--- src/hw/rtl/abkf_pkg.sv ---
// ----------------------------------------------------------------------------
// abkf_pkg
// types, register codes and the micro-program of the angle/bias filter
// ----------------------------------------------------------------------------
`timescale 1ns / 1ps

package abkf_pkg;

  localparam int DATA_W    = 32;
  localparam int NOISE_W   = 31;
  localparam int DT_W      = 21;
  localparam int CFG_IDX_W = 2;
  localparam int OP_W      = 3;
  localparam int SRC_W     = 5;
  localparam int PC_W      = 5;

  typedef struct packed {
    logic signed [DATA_W-1:0] accel_angle;
    logic signed [DATA_W-1:0] gyro_rate;
  } in_t;

  typedef struct packed {
    logic signed [DATA_W-1:0] angle_out;
    logic signed [DATA_W-1:0] rate_out;
  } out_t;

  typedef struct packed {
    logic [NOISE_W-1:0] angle_noise;
    logic [NOISE_W-1:0] bias_noise;
    logic [NOISE_W-1:0] meas_noise;
    logic [DT_W-1:0]    time_step;
  } cfg_t;

  typedef struct packed {
    logic busy;
    logic done;
  } seq_stat_t;

  // register indexes
  localparam logic [CFG_IDX_W-1:0] CFG_ANGLE_NOISE = 2'd0;
  localparam logic [CFG_IDX_W-1:0] CFG_BIAS_NOISE  = 2'd1;
  localparam logic [CFG_IDX_W-1:0] CFG_MEAS_NOISE  = 2'd2;
  localparam logic [CFG_IDX_W-1:0] CFG_TIME_STEP   = 2'd3;

  // register reset codes (unsigned Q11.20, time step Q1.20)
  localparam logic [NOISE_W-1:0] RST_ANGLE_NOISE = 31'd1049;
  localparam logic [NOISE_W-1:0] RST_BIAS_NOISE  = 31'd3146;
  localparam logic [NOISE_W-1:0] RST_MEAS_NOISE  = 31'd524288;
  localparam logic [DT_W-1:0]    RST_TIME_STEP   = 21'd5243;

  // micro-op codes
  localparam logic [OP_W-1:0] OP_ADD = 3'd0;
  localparam logic [OP_W-1:0] OP_SUB = 3'd1;
  localparam logic [OP_W-1:0] OP_MUL = 3'd2;
  localparam logic [OP_W-1:0] OP_DIV = 3'd3;
  localparam logic [OP_W-1:0] OP_END = 3'd4;

  // operand / destination codes
  localparam logic [SRC_W-1:0] R_ZERO  = 5'd0;
  localparam logic [SRC_W-1:0] R_ANGLE = 5'd1;
  localparam logic [SRC_W-1:0] R_BIAS  = 5'd2;
  localparam logic [SRC_W-1:0] R_CAA   = 5'd3;
  localparam logic [SRC_W-1:0] R_CAB   = 5'd4;
  localparam logic [SRC_W-1:0] R_CBA   = 5'd5;
  localparam logic [SRC_W-1:0] R_CBB   = 5'd6;
  localparam logic [SRC_W-1:0] R_GYRO  = 5'd7;
  localparam logic [SRC_W-1:0] R_ACCEL = 5'd8;
  localparam logic [SRC_W-1:0] R_DT    = 5'd9;
  localparam logic [SRC_W-1:0] R_QA    = 5'd10;
  localparam logic [SRC_W-1:0] R_QB    = 5'd11;
  localparam logic [SRC_W-1:0] R_MEAS  = 5'd12;
  localparam logic [SRC_W-1:0] R_TMP   = 5'd13;
  localparam logic [SRC_W-1:0] R_MRES  = 5'd14;
  localparam logic [SRC_W-1:0] R_ERR   = 5'd15;
  localparam logic [SRC_W-1:0] R_INNOV = 5'd16;
  localparam logic [SRC_W-1:0] R_K0    = 5'd17;
  localparam logic [SRC_W-1:0] R_K1    = 5'd18;

  typedef struct packed {
    logic [OP_W-1:0]  op;
    logic [SRC_W-1:0] src_a;
    logic [SRC_W-1:0] src_b;
    logic [SRC_W-1:0] dst;
  } uop_t;

  function automatic uop_t mk_uop(input logic [OP_W-1:0] op, input logic [SRC_W-1:0] a,
                                  input logic [SRC_W-1:0] b, input logic [SRC_W-1:0] d);
    uop_t u;
    u.op    = op;
    u.src_a = a;
    u.src_b = b;
    u.dst   = d;
    return u;
  endfunction

  // one filter update; old covariance terms are consumed before they are overwritten
  function automatic uop_t prog_rom(input logic [PC_W-1:0] pc);
    uop_t u;
    case (pc)
      5'd0:  u = mk_uop(OP_SUB, R_GYRO,  R_BIAS,  R_TMP);
      5'd1:  u = mk_uop(OP_MUL, R_TMP,   R_DT,    R_MRES);
      5'd2:  u = mk_uop(OP_ADD, R_ANGLE, R_MRES,  R_ANGLE);
      5'd3:  u = mk_uop(OP_SUB, R_QA,    R_CAB,   R_TMP);
      5'd4:  u = mk_uop(OP_SUB, R_TMP,   R_CBA,   R_TMP);
      5'd5:  u = mk_uop(OP_MUL, R_TMP,   R_DT,    R_MRES);
      5'd6:  u = mk_uop(OP_ADD, R_CAA,   R_MRES,  R_CAA);
      5'd7:  u = mk_uop(OP_SUB, R_ZERO,  R_CBB,   R_TMP);
      5'd8:  u = mk_uop(OP_MUL, R_TMP,   R_DT,    R_MRES);
      5'd9:  u = mk_uop(OP_ADD, R_CAB,   R_MRES,  R_CAB);
      5'd10: u = mk_uop(OP_ADD, R_CBA,   R_MRES,  R_CBA);
      5'd11: u = mk_uop(OP_MUL, R_QB,    R_DT,    R_MRES);
      5'd12: u = mk_uop(OP_ADD, R_CBB,   R_MRES,  R_CBB);
      5'd13: u = mk_uop(OP_SUB, R_ACCEL, R_ANGLE, R_ERR);
      5'd14: u = mk_uop(OP_ADD, R_MEAS,  R_CAA,   R_INNOV);
      5'd15: u = mk_uop(OP_DIV, R_CAA,   R_INNOV, R_K0);
      5'd16: u = mk_uop(OP_DIV, R_CBA,   R_INNOV, R_K1);
      5'd17: u = mk_uop(OP_MUL, R_K1,    R_CAA,   R_MRES);
      5'd18: u = mk_uop(OP_SUB, R_CBA,   R_MRES,  R_CBA);
      5'd19: u = mk_uop(OP_MUL, R_K1,    R_CAB,   R_MRES);
      5'd20: u = mk_uop(OP_SUB, R_CBB,   R_MRES,  R_CBB);
      5'd21: u = mk_uop(OP_MUL, R_K0,    R_CAB,   R_MRES);
      5'd22: u = mk_uop(OP_SUB, R_CAB,   R_MRES,  R_CAB);
      5'd23: u = mk_uop(OP_MUL, R_K0,    R_CAA,   R_MRES);
      5'd24: u = mk_uop(OP_SUB, R_CAA,   R_MRES,  R_CAA);
      5'd25: u = mk_uop(OP_MUL, R_K0,    R_ERR,   R_MRES);
      5'd26: u = mk_uop(OP_ADD, R_ANGLE, R_MRES,  R_ANGLE);
      5'd27: u = mk_uop(OP_MUL, R_K1,    R_ERR,   R_MRES);
      5'd28: u = mk_uop(OP_ADD, R_BIAS,  R_MRES,  R_BIAS);
      5'd29: u = mk_uop(OP_SUB, R_GYRO,  R_BIAS,  R_TMP);
      default: u = mk_uop(OP_END, R_ZERO, R_ZERO, R_ZERO);
    endcase
    return u;
  endfunction

endpackage

--- src/hw/rtl/abkf_mul.sv ---
// ----------------------------------------------------------------------------
// abkf_mul
// two-stage signed fixed-point multiplier, round half up and saturate
// ----------------------------------------------------------------------------
`timescale 1ns / 1ps

module abkf_mul #(
  parameter int FRAC_BITS = 20
) (
  input  logic                                clk,
  input  logic                                rst_n,
  input  logic                                start,
  input  logic signed [abkf_pkg::DATA_W-1:0]  a,
  input  logic signed [abkf_pkg::DATA_W-1:0]  b,
  output logic                                done,
  output logic signed [abkf_pkg::DATA_W-1:0]  res
);
  import abkf_pkg::*;

  localparam logic signed [63:0] ROUND   = 64'sd1 <<< (FRAC_BITS - 1);
  localparam logic signed [63:0] S32_MAX = 64'sd2147483647;
  localparam logic signed [63:0] S32_MIN = -64'sd2147483648;

  logic signed [63:0]       prod;
  logic signed [63:0]       prod_r;
  logic signed [63:0]       rnd;
  logic signed [63:0]       shd;
  logic signed [DATA_W-1:0] sat_val;
  logic signed [DATA_W-1:0] res_r;
  logic                     v1_r;
  logic                     v2_r;

  assign prod = a * b;

  // floor of the rounded product, then clamp
  always_comb begin
    rnd = prod_r + ROUND;
    shd = rnd >>> FRAC_BITS;
    if (shd > S32_MAX) begin
      sat_val = 32'sh7fff_ffff;
    end else if (shd < S32_MIN) begin
      sat_val = 32'sh8000_0000;
    end else begin
      sat_val = shd[DATA_W-1:0];
    end
  end

  always_ff @(posedge clk) begin
    if (!rst_n) begin
      v1_r <= 1'b0;
      v2_r <= 1'b0;
    end else begin
      v1_r <= start;
      v2_r <= v1_r;
    end
  end

  always_ff @(posedge clk) begin
    prod_r <= prod;
    res_r  <= sat_val;
  end

  assign done = v2_r;
  assign res  = res_r;

endmodule

--- src/hw/rtl/abkf_div.sv ---
// ----------------------------------------------------------------------------
// abkf_div
// fixed-point divider (n << FRAC_BITS) / d, one quotient bit per cycle
// ----------------------------------------------------------------------------
`timescale 1ns / 1ps

module abkf_div #(
  parameter int FRAC_BITS = 20
) (
  input  logic                                clk,
  input  logic                                rst_n,
  input  logic                                start,
  input  logic signed [abkf_pkg::DATA_W-1:0]  num,
  input  logic signed [abkf_pkg::DATA_W-1:0]  den,
  output logic                                done,
  output logic signed [abkf_pkg::DATA_W-1:0]  res
);
  import abkf_pkg::*;

  localparam logic [1:0] D_IDLE = 2'd0;
  localparam logic [1:0] D_PREP = 2'd1;
  localparam logic [1:0] D_RUN  = 2'd2;
  localparam logic [1:0] D_FIN  = 2'd3;

  logic [1:0]               state_r;
  logic [1:0]               state_nxt;
  logic [4:0]               cnt_r;
  logic [4:0]               cnt_nxt;
  logic                     done_r;
  logic                     done_nxt;
  logic signed [DATA_W-1:0] n_r;
  logic signed [DATA_W-1:0] d_r;
  logic                     sign_r;
  logic [DATA_W-1:0]        dmag_r;
  logic [DATA_W-1:0]        rem_r;
  logic [DATA_W-1:0]        rem_nxt;
  logic [DATA_W-1:0]        q_r;
  logic [DATA_W-1:0]        q_nxt;
  logic signed [DATA_W-1:0] res_r;
  logic signed [DATA_W-1:0] res_nxt;

  logic [DATA_W-1:0]        nmag;
  logic [DATA_W-1:0]        dmag;
  logic [63:0]              lhs;
  logic [63:0]              rhs;
  logic                     sign;
  logic [DATA_W:0]          rem_sh;
  logic [DATA_W:0]          rem_sub;
  logic                     ge;

  always_comb begin
    nmag    = n_r[DATA_W-1] ? (~n_r + 1'b1) : n_r;
    dmag    = d_r[DATA_W-1] ? (~d_r + 1'b1) : d_r;
    sign    = n_r[DATA_W-1] ^ d_r[DATA_W-1];
    // quotient reaches 2^31 exactly when (|n| << F) >= (|d| << 31)
    lhs     = {32'd0, nmag} << FRAC_BITS;
    rhs     = {32'd0, dmag} << 31;
    rem_sh  = {rem_r, q_r[DATA_W-1]};
    rem_sub = rem_sh - {1'b0, dmag_r};
    ge      = rem_sh >= {1'b0, dmag_r};
  end

  always_comb begin
    state_nxt = state_r;
    cnt_nxt   = cnt_r;
    done_nxt  = 1'b0;
    rem_nxt   = rem_r;
    q_nxt     = q_r;
    res_nxt   = res_r;
    case (state_r)
      D_IDLE: begin
        if (start) begin
          state_nxt = D_PREP;
        end
      end
      D_PREP: begin
        cnt_nxt = '0;
        if (dmag == '0) begin
          res_nxt   = '0;
          done_nxt  = 1'b1;
          state_nxt = D_IDLE;
        end else if (lhs >= rhs) begin
          res_nxt   = sign ? 32'sh8000_0000 : 32'sh7fff_ffff;
          done_nxt  = 1'b1;
          state_nxt = D_IDLE;
        end else begin
          // top bits of the dividend are already below the divisor
          rem_nxt   = nmag >> (DATA_W - FRAC_BITS);
          q_nxt     = nmag << FRAC_BITS;
          state_nxt = D_RUN;
        end
      end
      D_RUN: begin
        rem_nxt = ge ? rem_sub[DATA_W-1:0] : rem_sh[DATA_W-1:0];
        q_nxt   = {q_r[DATA_W-2:0], ge};
        cnt_nxt = cnt_r + 1'b1;
        if (cnt_r == 5'd31) begin
          state_nxt = D_FIN;
        end
      end
      D_FIN: begin
        res_nxt   = sign_r ? $signed(~q_r + 1'b1) : $signed(q_r);
        done_nxt  = 1'b1;
        state_nxt = D_IDLE;
      end
      default: begin
        state_nxt = D_IDLE;
      end
    endcase
  end

  always_ff @(posedge clk) begin
    if (!rst_n) begin
      state_r <= D_IDLE;
      cnt_r   <= '0;
      done_r  <= 1'b0;
    end else begin
      state_r <= state_nxt;
      cnt_r   <= cnt_nxt;
      done_r  <= done_nxt;
    end
  end

  always_ff @(posedge clk) begin
    if (state_r == D_IDLE && start) begin
      n_r <= num;
      d_r <= den;
    end
    if (state_r == D_PREP) begin
      sign_r <= sign;
      dmag_r <= dmag;
    end
    rem_r <= rem_nxt;
    q_r   <= q_nxt;
    res_r <= res_nxt;
  end

  assign done = done_r;
  assign res  = res_r;

endmodule

--- src/hw/rtl/abkf_seq.sv ---
// ----------------------------------------------------------------------------
// abkf_seq
// micro-sequencer, filter state registers and the shared saturating adder
// ----------------------------------------------------------------------------
`timescale 1ns / 1ps

module abkf_seq #(
  parameter int FRAC_BITS = 20
) (
  input  logic                  clk,
  input  logic                  rst_n,
  input  logic                  start,
  input  abkf_pkg::in_t         in_item,
  input  abkf_pkg::cfg_t        cfg,
  input  logic                  res_ready,
  output abkf_pkg::seq_stat_t   stat,
  output abkf_pkg::out_t        result
);
  import abkf_pkg::*;

  localparam logic [1:0] ST_IDLE  = 2'd0;
  localparam logic [1:0] ST_ISSUE = 2'd1;
  localparam logic [1:0] ST_WAIT  = 2'd2;

  localparam logic signed [DATA_W-1:0] ONE = 32'sd1 <<< FRAC_BITS;

  logic [1:0]               state_r;
  logic [1:0]               state_nxt;
  logic [PC_W-1:0]          pc_r;
  logic [PC_W-1:0]          pc_nxt;

  logic signed [DATA_W-1:0] angle_r;
  logic signed [DATA_W-1:0] bias_r;
  logic signed [DATA_W-1:0] caa_r;
  logic signed [DATA_W-1:0] cab_r;
  logic signed [DATA_W-1:0] cba_r;
  logic signed [DATA_W-1:0] cbb_r;
  logic signed [DATA_W-1:0] gyro_r;
  logic signed [DATA_W-1:0] accel_r;
  logic signed [DATA_W-1:0] tmp_r;
  logic signed [DATA_W-1:0] mres_r;
  logic signed [DATA_W-1:0] err_r;
  logic signed [DATA_W-1:0] innov_r;
  logic signed [DATA_W-1:0] k0_r;
  logic signed [DATA_W-1:0] k1_r;

  uop_t                     uop;
  logic signed [DATA_W-1:0] opa;
  logic signed [DATA_W-1:0] opb;
  logic [DATA_W:0]          sum_w;
  logic signed [DATA_W-1:0] alu_res;
  logic                     wb_en;
  logic signed [DATA_W-1:0] wb_val;
  logic                     mul_start;
  logic                     mul_done;
  logic signed [DATA_W-1:0] mul_res;
  logic                     div_start;
  logic                     div_done;
  logic signed [DATA_W-1:0] div_res;
  logic                     out_done;

  function automatic logic signed [DATA_W-1:0] pick(input logic [SRC_W-1:0] code);
    logic signed [DATA_W-1:0] v;
    case (code)
      R_ANGLE: v = angle_r;
      R_BIAS:  v = bias_r;
      R_CAA:   v = caa_r;
      R_CAB:   v = cab_r;
      R_CBA:   v = cba_r;
      R_CBB:   v = cbb_r;
      R_GYRO:  v = gyro_r;
      R_ACCEL: v = accel_r;
      R_DT:    v = $signed({11'd0, cfg.time_step});
      R_QA:    v = $signed({1'b0, cfg.angle_noise});
      R_QB:    v = $signed({1'b0, cfg.bias_noise});
      R_MEAS:  v = $signed({1'b0, cfg.meas_noise});
      R_TMP:   v = tmp_r;
      R_MRES:  v = mres_r;
      R_ERR:   v = err_r;
      R_INNOV: v = innov_r;
      R_K0:    v = k0_r;
      R_K1:    v = k1_r;
      default: v = '0;
    endcase
    return v;
  endfunction

  assign uop = prog_rom(pc_r);
  assign opa = pick(uop.src_a);
  assign opb = pick(uop.src_b);

  // 33-bit sum, clamped back to 32 bits
  always_comb begin
    if (uop.op == OP_SUB) begin
      sum_w = {opa[DATA_W-1], opa} - {opb[DATA_W-1], opb};
    end else begin
      sum_w = {opa[DATA_W-1], opa} + {opb[DATA_W-1], opb};
    end
    if (sum_w[DATA_W] != sum_w[DATA_W-1]) begin
      alu_res = sum_w[DATA_W] ? 32'sh8000_0000 : 32'sh7fff_ffff;
    end else begin
      alu_res = $signed(sum_w[DATA_W-1:0]);
    end
  end

  always_comb begin
    state_nxt = state_r;
    pc_nxt    = pc_r;
    wb_en     = 1'b0;
    wb_val    = alu_res;
    mul_start = 1'b0;
    div_start = 1'b0;
    out_done  = 1'b0;
    case (state_r)
      ST_IDLE: begin
        if (start) begin
          pc_nxt    = '0;
          state_nxt = ST_ISSUE;
        end
      end
      ST_ISSUE: begin
        case (uop.op)
          OP_ADD, OP_SUB: begin
            wb_en  = 1'b1;
            pc_nxt = pc_r + 1'b1;
          end
          OP_MUL: begin
            mul_start = 1'b1;
            state_nxt = ST_WAIT;
          end
          OP_DIV: begin
            div_start = 1'b1;
            state_nxt = ST_WAIT;
          end
          OP_END: begin
            // hold the finished item until the output register is free
            if (res_ready) begin
              out_done  = 1'b1;
              state_nxt = ST_IDLE;
            end
          end
          default: begin
            state_nxt = ST_IDLE;
          end
        endcase
      end
      ST_WAIT: begin
        if (uop.op == OP_MUL && mul_done) begin
          wb_en     = 1'b1;
          wb_val    = mul_res;
          pc_nxt    = pc_r + 1'b1;
          state_nxt = ST_ISSUE;
        end else if (uop.op == OP_DIV && div_done) begin
          wb_en     = 1'b1;
          wb_val    = div_res;
          pc_nxt    = pc_r + 1'b1;
          state_nxt = ST_ISSUE;
        end
      end
      default: begin
        state_nxt = ST_IDLE;
      end
    endcase
  end

  always_ff @(posedge clk) begin
    if (!rst_n) begin
      state_r <= ST_IDLE;
      pc_r    <= '0;
    end else begin
      state_r <= state_nxt;
      pc_r    <= pc_nxt;
    end
  end

  // filter state
  always_ff @(posedge clk) begin
    if (!rst_n) begin
      angle_r <= '0;
      bias_r  <= '0;
      caa_r   <= ONE;
      cab_r   <= '0;
      cba_r   <= '0;
      cbb_r   <= ONE;
    end else if (wb_en) begin
      case (uop.dst)
        R_ANGLE: angle_r <= wb_val;
        R_BIAS:  bias_r  <= wb_val;
        R_CAA:   caa_r   <= wb_val;
        R_CAB:   cab_r   <= wb_val;
        R_CBA:   cba_r   <= wb_val;
        R_CBB:   cbb_r   <= wb_val;
        default: ;
      endcase
    end
  end

  // per-request scratch
  always_ff @(posedge clk) begin
    if (state_r == ST_IDLE && start) begin
      gyro_r  <= in_item.gyro_rate;
      accel_r <= in_item.accel_angle;
    end
    if (wb_en) begin
      case (uop.dst)
        R_TMP:   tmp_r   <= wb_val;
        R_MRES:  mres_r  <= wb_val;
        R_ERR:   err_r   <= wb_val;
        R_INNOV: innov_r <= wb_val;
        R_K0:    k0_r    <= wb_val;
        R_K1:    k1_r    <= wb_val;
        default: ;
      endcase
    end
  end

  abkf_mul #(
    .FRAC_BITS (FRAC_BITS)
  ) u_mul (
    .clk   (clk),
    .rst_n (rst_n),
    .start (mul_start),
    .a     (opa),
    .b     (opb),
    .done  (mul_done),
    .res   (mul_res)
  );

  abkf_div #(
    .FRAC_BITS (FRAC_BITS)
  ) u_div (
    .clk   (clk),
    .rst_n (rst_n),
    .start (div_start),
    .num   (opa),
    .den   (opb),
    .done  (div_done),
    .res   (div_res)
  );

  assign stat.busy       = (state_r != ST_IDLE);
  assign stat.done       = out_done;
  assign result.angle_out = angle_r;
  assign result.rate_out  = tmp_r;

endmodule

--- src/hw/rtl/angle_bias_kalman_filter_core.sv ---
// ----------------------------------------------------------------------------
// angle_bias_kalman_filter_core
// two-state angle / gyro-bias kalman filter, signed fixed point
// ----------------------------------------------------------------------------
// usage:
//   in_*  : one request per sample (accelerometer angle, gyro rate). a request
//           is taken on a clock edge with in_valid high and in_stall low.
//   out_* : one result per request (filtered angle, bias-corrected rate),
//           held in an output register until taken with out_stall low.
//   cfg_* : noise and sample period registers, written by the user only while
//           idle; the core leaves the check to the user.
// work: each request runs two gain divisions (32 quotient steps each), ten
//   multiplies and eighteen adds on the shared units; a gain division with
//   a zero innovation variance or a saturating quotient skips its steps.
// flow: one request in flight; in_stall stays high until its result
//   is moved into the output register, so the next request waits for it.
// stall: a stalled result blocks the next one from leaving the sequencer,
//   which holds in_stall high meanwhile.
// reset: registers return to their default codes, the estimates to zero and
//   the covariance to the identity.
// ----------------------------------------------------------------------------
`timescale 1ns / 1ps

module angle_bias_kalman_filter_core #(
  parameter int FRAC_BITS = 20
) (
  input  logic                               clk,
  input  logic                               rst_n,
  input  logic                               in_valid,
  output logic                               in_stall,
  input  abkf_pkg::in_t                      in_data,
  output logic                               out_valid,
  input  logic                               out_stall,
  output abkf_pkg::out_t                     out_data,
  input  logic                               cfg_we,
  input  logic [abkf_pkg::CFG_IDX_W-1:0]     cfg_index,
  input  logic [abkf_pkg::NOISE_W-1:0]       cfg_wdata
);
  import abkf_pkg::*;

  cfg_t      cfg_r;
  seq_stat_t stat;
  out_t      seq_res;
  out_t      out_data_r;
  logic      out_valid_r;
  logic      out_valid_nxt;
  logic      res_ready;
  logic      in_take;

  assign in_take   = in_valid && !stat.busy;
  assign res_ready = !out_valid_r || !out_stall;

  always_ff @(posedge clk) begin
    if (!rst_n) begin
      cfg_r.angle_noise <= RST_ANGLE_NOISE;
      cfg_r.bias_noise  <= RST_BIAS_NOISE;
      cfg_r.meas_noise  <= RST_MEAS_NOISE;
      cfg_r.time_step   <= RST_TIME_STEP;
    end else if (cfg_we) begin
      case (cfg_index)
        CFG_ANGLE_NOISE: cfg_r.angle_noise <= cfg_wdata;
        CFG_BIAS_NOISE:  cfg_r.bias_noise  <= cfg_wdata;
        CFG_MEAS_NOISE:  cfg_r.meas_noise  <= cfg_wdata;
        CFG_TIME_STEP:   cfg_r.time_step   <= cfg_wdata[DT_W-1:0];
        default: ;
      endcase
    end
  end

  always_comb begin
    out_valid_nxt = out_valid_r;
    if (stat.done) begin
      out_valid_nxt = 1'b1;
    end else if (out_valid_r && !out_stall) begin
      out_valid_nxt = 1'b0;
    end
  end

  always_ff @(posedge clk) begin
    if (!rst_n) begin
      out_valid_r <= 1'b0;
    end else begin
      out_valid_r <= out_valid_nxt;
    end
  end

  always_ff @(posedge clk) begin
    if (stat.done) begin
      out_data_r <= seq_res;
    end
  end

  abkf_seq #(
    .FRAC_BITS (FRAC_BITS)
  ) u_seq (
    .clk       (clk),
    .rst_n     (rst_n),
    .start     (in_take),
    .in_item   (in_data),
    .cfg       (cfg_r),
    .res_ready (res_ready),
    .stat      (stat),
    .result    (seq_res)
  );

  assign in_stall  = stat.busy;
  assign out_valid = out_valid_r;
  assign out_data  = out_data_r;

endmodule

--- config.mk ---
export PLATFORM = sky130hd
export DESIGN_NAME = angle_bias_kalman_filter_core
export DESIGN_NICKNAME = d
export VERILOG_FILES = /design/src/hw/rtl/abkf_pkg.sv /design/src/hw/rtl/abkf_mul.sv /design/src/hw/rtl/abkf_div.sv /design/src/hw/rtl/abkf_seq.sv /design/src/hw/rtl/angle_bias_kalman_filter_core.sv
export SDC_FILE = /design/constraint.sdc
export NUM_CORES = 2
export LEC_CHECK = 0
export BUFFER_PORTS_ARGS = -buffer_cell sky130_fd_sc_hd__buf_2
export CAP_MARGIN = 20
export CORE_MARGIN = 5
export CORE_UTILIZATION = 50
export CTS_BUF_LIST = sky130_fd_sc_hd__clkbuf_8 sky130_fd_sc_hd__clkbuf_16
export CTS_CLUSTER_SIZE = 10
export DETAILED_ROUTE_END_ITERATION = 10
export HOLD_SLACK_MARGIN = 0.05
export MAX_ROUTING_LAYER = met4
export PLACE_DENSITY = 0.68
export SLEW_MARGIN = 20
export SYNTH_ARGS = -nofsm -noshare
export SYNTH_HDL_FRONTEND = slang
export SYNTH_SLANG_ARGS = --single-unit
--- constraint.sdc ---
create_clock -name clk -period 9.95 [get_ports clk]
set_input_delay 0.4975 -clock clk [delete_from_list [all_inputs] [get_ports clk]]
set_output_delay 0.4975 -clock clk [all_outputs]
set_load 0.03 [all_outputs]
# [Word level (Yosys, flattened, before mapping)]
# Memories as Yosys holds them, arrays and structs flattened. A register that Yosys moved wholly into a read port is not among the register bits.
# Index checks and enable logic that the tools add are counted.
# Widths: inputs -> output; s select.
[word_totals] rom_bits=576 in_bits=102 ff_bits=933 mem_count=1 out_inout_bits=66 wordCells=229
[mem_list] name="(no name shown)" words=32 word_bits=18 read_ports=1 rd_ports_with_merged_regs=1 write_ports=0 line="abkf_pkg.sv:99" source="case (pc)"
[op_classes] n_reduce_logical=44 order_cmp=4 mul=1 muxes=57 bitwise=4 addsub=9 eq_ne=72
[op_table] operator="$pmux 32 s18" count=2
[op_table] operator="$mux 32" count=17
[op_table] operator="$pmux 32 s2" count=3
[op_table] operator="$add 32x1->32 const B" count=3
[op_table] operator="$not 32->32" count=3
[op_table] operator="$eq 5x4->1 const B" count=19
[op_table] operator="$add 64x21->64 const B" count=1
[op_table] operator="$mul 32x32->64" count=1
[op_table] operator="$ge 52x63->1" count=1
[op_table] operator="$eq 5x3->1 const B" count=11
[op_table] operator="$eq 5x5->1 const B" count=10
[op_table] operator="$gt 44x32->1 const B" count=1
[op_table] operator="$lt 44x32->1 const B" count=1
[op_table] operator="$reduce_and 2->1" count=19
[op_table] operator="$add 32x32->33" count=1
[op_table] operator="$ge 33x32->1" count=1
[op_table] operator="$mux 33" count=1
[op_table] operator="$sub 32x32->33" count=1
[op_table] operator="$logic_not 32->1" count=1
[op_table] operator="$sub 32x32->32" count=1
[op_table] operator="$eq 5x2->1 const B" count=6
[op_table] operator="$mux 5" count=6
[op_table] operator="$mux 2" count=8
[op_table] operator="$eq 5x1->1 const B" count=3
[op_table] operator="28 further kinds" count=70

# [Depth between registers and ports, before layout]
[logic_depth] depth_word=9 depth_mapped=42

# [Cells and area by module]
# Synthesis repeated with hierarchy kept, for this count alone.
[unflattened] hier_cells=8269 hier_area_um2=83555.1
[by_module_without_submodules] module="abkf_mul" area_each_um2=38577.0 instances=1 seq_area_each_um2=1581.5 cells_each=4115
[by_module_without_submodules] module="abkf_seq" area_each_um2=26357.8 instances=1 seq_area_each_um2=12031.5 cells_each=2518
[by_module_without_submodules] module="abkf_div" area_each_um2=12296.8 instances=1 seq_area_each_um2=5955.7 cells_each=1145
[by_module_without_submodules] module="angle_bias_kalman_filter_core" area_each_um2=6323.6 instances=1 seq_area_each_um2=4224.1 cells_each=491

# [Worst setup path before layout]
# OpenSTA, ideal clock, no wires.
[synth_path] path_kind="register -> register" start="register u_seq.uop[10] (netlist name)" end="register u_seq.u_mul.prod_r[53]" stages_incl_launch_ff=41 arrival_time_ps=9544 setup_time_ps=73 setup_slack_ps=333 path_buffers=6 cell_sequence="dfxtp_1 > clkbuf_1 > or3b_2 > nor3_1 > clkbuf_1 > clkbuf_1 > buf_1 > a22oi_1 > nand2_1 > a221oi_1 > and3_1 > inv_1 > clkbuf_1 > nand2_1 > fa_1 > inv_1 > fa_1 > inv_1 > (+5 left out) > fa_1 > inv_1 > fa_1 > inv_1 > ha_1 > clkbuf_1 > a21o_1 > a21o_1 > a21o_1 > a21oi_1 > nor2b_1 > o211ai_1 > and3_1 > o21ai_0 > a21oi_1 > o41ai_1 > a221oi_1 > xnor2_1"
[synth_between] elab_chain_cells=3
[synth_rtl] item="$eq 5x5->1 (tied with other cells)" line="abkf_seq.sv:64" source="case (code)"
[synth_rtl] item="$pmux 32 s18 *" line="abkf_seq.sv:64"
[synth_rtl] item="net u_seq.opa[24]" line="abkf_seq.sv:48" source="logic signed [DATA_W-1:0] opa;"
[synth_rtl] item="$mul 32x32->64 *" line="abkf_mul.sv:33" source="assign prod = a * b;"
[synth_rtl] item="net u_seq.u_mul.prod[53]" line="abkf_mul.sv:24" source="logic signed [63:0] prod;"
[synth_rtl] item="end signal, assigned" line="abkf_mul.sv:59" source="prod_r <= prod;"
[synth_rtl] item="end, declared" line="abkf_mul.sv:25" source="logic signed [63:0] prod_r;"
# Mark *: on every way through the listed nets, which the timed path passes. The rest lies on a longest branch.
# A chain may end at the register's enable or synchronous reset.

# [Worst setup path after layout]
[layout_path] start="register u_seq.uop[9] (netlist name)" end="register u_seq.u_mul.prod_r[63]"
[layout_between] elab_chain_cells=3
[layout_rtl] item="$eq 5x5->1 (tied with other cells)" line="abkf_seq.sv:64"
[layout_rtl] item="$pmux 32 s18 *" line="abkf_seq.sv:64"
[layout_rtl] item="$mul 32x32->64 *" line="abkf_mul.sv:33"
[layout_rtl] item="net u_seq.u_mul.prod[63]" line="abkf_mul.sv:24"
# Marks and branches as above.

==> flow_summary.toml <==
[status]
status = "complete, no violations"

[die]
core-area_um2 = 162000
die_x_um = 414
io_pins = 168
rows = 148
start_util_pct = 50.2
fp.dieH_um = 414
design.die.area_um2 = 171000

[cells_and_area]
syn_to_final_growth_pct = 17.7
layout.nets = 10775
drive_gt1_share_pct = 15.0
n_fill_cell = 13987
fin_util_pct = 59.1
regMostFlops = "cfg_r"
seq_area_um2 = 23800
multi_input_area_um2 = 51600
largest_reg_flops = 114

[timing]
report.final.slew_viol_count = 0
hold_viol = 0
rsz0062_at_grt = "yes"
setup-tns-final_ns = 0
timing.hold.ws_ns = 0.245
max_freq_mhz = 103
skew_ns = 0.0528
setup_viol = 0
tightest_slew_ns = 1.19
post-route-period-util_pct = 97.1
maxSlewHeadroom_pct = 20.8
fin_crit_ns = 9.66

[synthesis]
yosys-top-cells-area = "fa_1 (27%), edfxtp_1 (19%), dfxtp_1 (10%)"
synth_seq_area_share_pct = 29.2
syn_avg_cell_area_um2 = 9.47
synth_top_cell_area_share_pct = 26.6
synthArstFlopShare_pct = 0
synth_cells = 8606
synth-edff-count = 513
netlist_area_um2 = 81500
synth_seq_cells = 932
synth_cell_types = 95
synth_nets = 10080
yosysTopAreaCell = "fa_1"
synth_warnings = 0
synth_ff_type = "edfxtp_1"

[power]
power_w = 0.0396
p_leak_nw = 42.0
vdd_drop_max_mv = 0.557
cellPowerDensity_nw_per_um2 = 413

[hold_path]
hp-class = "input pin to flop"
worstHoldStart = "in_valid"
min_path_cells = 2
hold_end = "u_seq.accel_r[1]$_DFFE_PP_"

[critical_path]
critPathKind = "flop to flop"
crit_top_cell = "fa_1"
rr_startpoint = "u_seq.uop[9]$_DFF_P_"
ff2ff_setup_slack_ns = 0.29
path_max_fanout = 12
worstSetupStartpointType = "flop"
critPathCaptureType = "flop"
slowest_delay_ns = 0.63
cpMaxStageDelayCell = "fa_1"
reg2reg_depth = 35
r2r_end = "u_seq.u_mul.prod_r[63]$_DFF_P_"
cp.required_ns = 10.55
arrival_ns = 10.26

[clock_tree]
h-tree-depth = 3
clock-root-buffer = "clkbuf_16"
cts_tree = "done"
clock_path_buffers = 3
path_clk_slew_ns = 0.07
clk_latency_ns = 0.79
clock-sinks = 932
cts_buffers = 110

[grt]
grt_pass1_vias = 72877
grt_pass1_wl_um = 520000
grt_usage_pct = 43.7
overflow = 0
antenna_found_initial = 18
grt_max_degree = 109

[flow_run]
drv_cap = 0

[place]
port_buffers = 167
dp_hpwl_um = 281000
gp_congestion = 1.07

[routing]
drcViolationCount = 0
vias = 72981
drtIter0Drc = 9825
drtAntennaViolNets = 0
wl_um = 365000
routedWlPerCell_um = 31.5
drtPass1Iterations = 8
viasPerCell = 6.30
cells in the mapped netlist, types with 149 or more instances:
master    instances
a21oi_1         343
a22oi_1         296
and3_1          149
clkbuf_1        444
dfxtp_1         419
edfxtp_1        513
fa_1           1083
ha_1            289
inv_1          1214
nand2_1        1047
nor2_1          735
o21ai_0         391
xnor2_1         172
cells by family (layout without fill, tap and decap cells):
kind of cell    count (synthesis)  after routing  synth area share [%]
simple gates                 2537           2537                  14.1
buf+inv                      1774           2563                  8.24
compound gates               1666           1666                  13.8
fa+ha+maj                    1372           1372                  31.0
flops                         932            932                  29.2
xor+xnor                      278            278                  3.01
mux                            47             47                 0.608
other cells                     0             21                     0
stage by stage:
stage / setup WS [ns] / instance area (um^2) / cells
4_1_cts: 0.0396 / 95400 / 11561
2_1_floorplan: 0.333 / 81500 / 8606
3_5_place_dp: -0.0433 / 91000 / 11259
3_3_place_gp: 0.0924 / 91000 / 11258
6_report: 0.287 / 96000 / 11591
5_1_grt: -0.0154 / 95900 / 11578
cell usage in the layout, fill, tap and decap left out, types with 20 or more instances in the layout:
master / Yosys / layout
inv_1: 1214 / 1271
fa_1: 1083 / 1078
nand2_1: 1047 / 1045
nor2_1: 735 / 719
buf_4: 1 / 717
edfxtp_1: 513 / 513
dfxtp_1: 419 / 412
o21ai_0: 391 / 387
a21oi_1: 343 / 339
a22oi_1: 296 / 296
ha_1: 289 / 287
xnor2_1: 172 / 172
buf_2: 21 / 166
and3_1: 149 / 145
nand3_1: 143 / 141
buf_12: 0 / 114
clkbuf_16: 0 / 113
xor2_1: 105 / 105
dlygate4sd3_1: 0 / 96
a21o_1: 78 / 78
a31oi_1: 75 / 74
nand4_1: 70 / 70
a22o_1: 66 / 66
nor3_1: 74 / 61
a221oi_1: 59 / 56
and2_1: 56 / 52
a41oi_1: 48 / 47
a21oi_2: 36 / 39
and4_1: 40 / 37
o31ai_1: 34 / 34
nand2b_1: 31 / 29
mux2i_1: 27 / 27
nor2b_1: 26 / 25
or3_1: 25 / 25
a211oi_1: 24 / 24
inv_2: 17 / 22
diode_2: 0 / 21
or4_1: 20 / 20
report_power, final:
part / total, W / internal (W) / switching, W
combinational: 0.0293 / 0.0106 / 0.0188
sequential: 0.00645 / 0.00599 / 0.000456
clock: 0.00385 / 0.00213 / 0.00173
area by class of cell:
class                      count  area share (%)
antenna                       21          0.0548
clock buffer                 119            3.01
clock inverter                87           0.515
inverter                    1243            4.89
multi-input combinational   5900            53.7
sequential                   932            24.8
tap                         2175            2.84
timing repair buffer        1114            10.2
worst max-delay path by stage:
| stage | start | to | slack (ns) | depth (start not counted) |
|---|---|---|---|---|
| CTS | u_seq.uop[11]$_DFF_P_ | u_seq.u_mul.prod_r[56]$_DFF_P_ | 0.04 | 36 |
| floorplan | u_seq.uop[10]$_DFF_P_ | u_seq.u_mul.prod_r[53]$_DFF_P_ | 0.33 | 40 |
| finish | u_seq.uop[9]$_DFF_P_ | u_seq.u_mul.prod_r[63]$_DFF_P_ | 0.29 | 35 |
| global route | u_seq.uop[10]$_DFF_P_ | u_seq.u_mul.prod_r[63]$_DFF_P_ | -0.02 | 37 |
| global placement | u_seq.uop[6]$_DFF_P_ | u_seq.u_mul.prod_r[56]$_DFF_P_ | 0.09 | 36 |
| detailed placement | u_seq.uop[6]$_DFF_P_ | u_seq.u_mul.prod_r[63]$_DFF_P_ | -0.04 | 33 |
critical path: cells and delay by family (launching register included):
family                   cells  cell delay (ns)
buffers and inverters       10             1.58
adder cells (fa/ha/maj)      9             4.41
flip-flops                   1             0.33
AND/OR/NAND/NOR              6             1.36
AO/OA/AOI/OAI                9             1.61
multiplexers                 1             0.15
routing by layer:
| metal | vias to the layer above | GRT usage (%) | part of all wire [%] |
|---|---|---|---|
| met1 | 36757 | 57.5 | 39 |
| met4 | 0 | 24.3 | 7.2 |
| li1 | 30102 | - | - |
| met5 | - | - | 0 |
| met3 | 1212 | 10.3 | 11 |
| met2 | 4910 | 62.6 | 42 |
what timing repair did:
item                                    CTS  global route
endpoints found under the setup margin    3            23
hold buffers                             96             0
gates resized for setup                   2           121
cloned                                    0             2
pin swaps                                 0             6
hold endpoints to repair                179             0
buffers inserted                          0             8
Note: power is estimated with default switching activity, not from simulation.
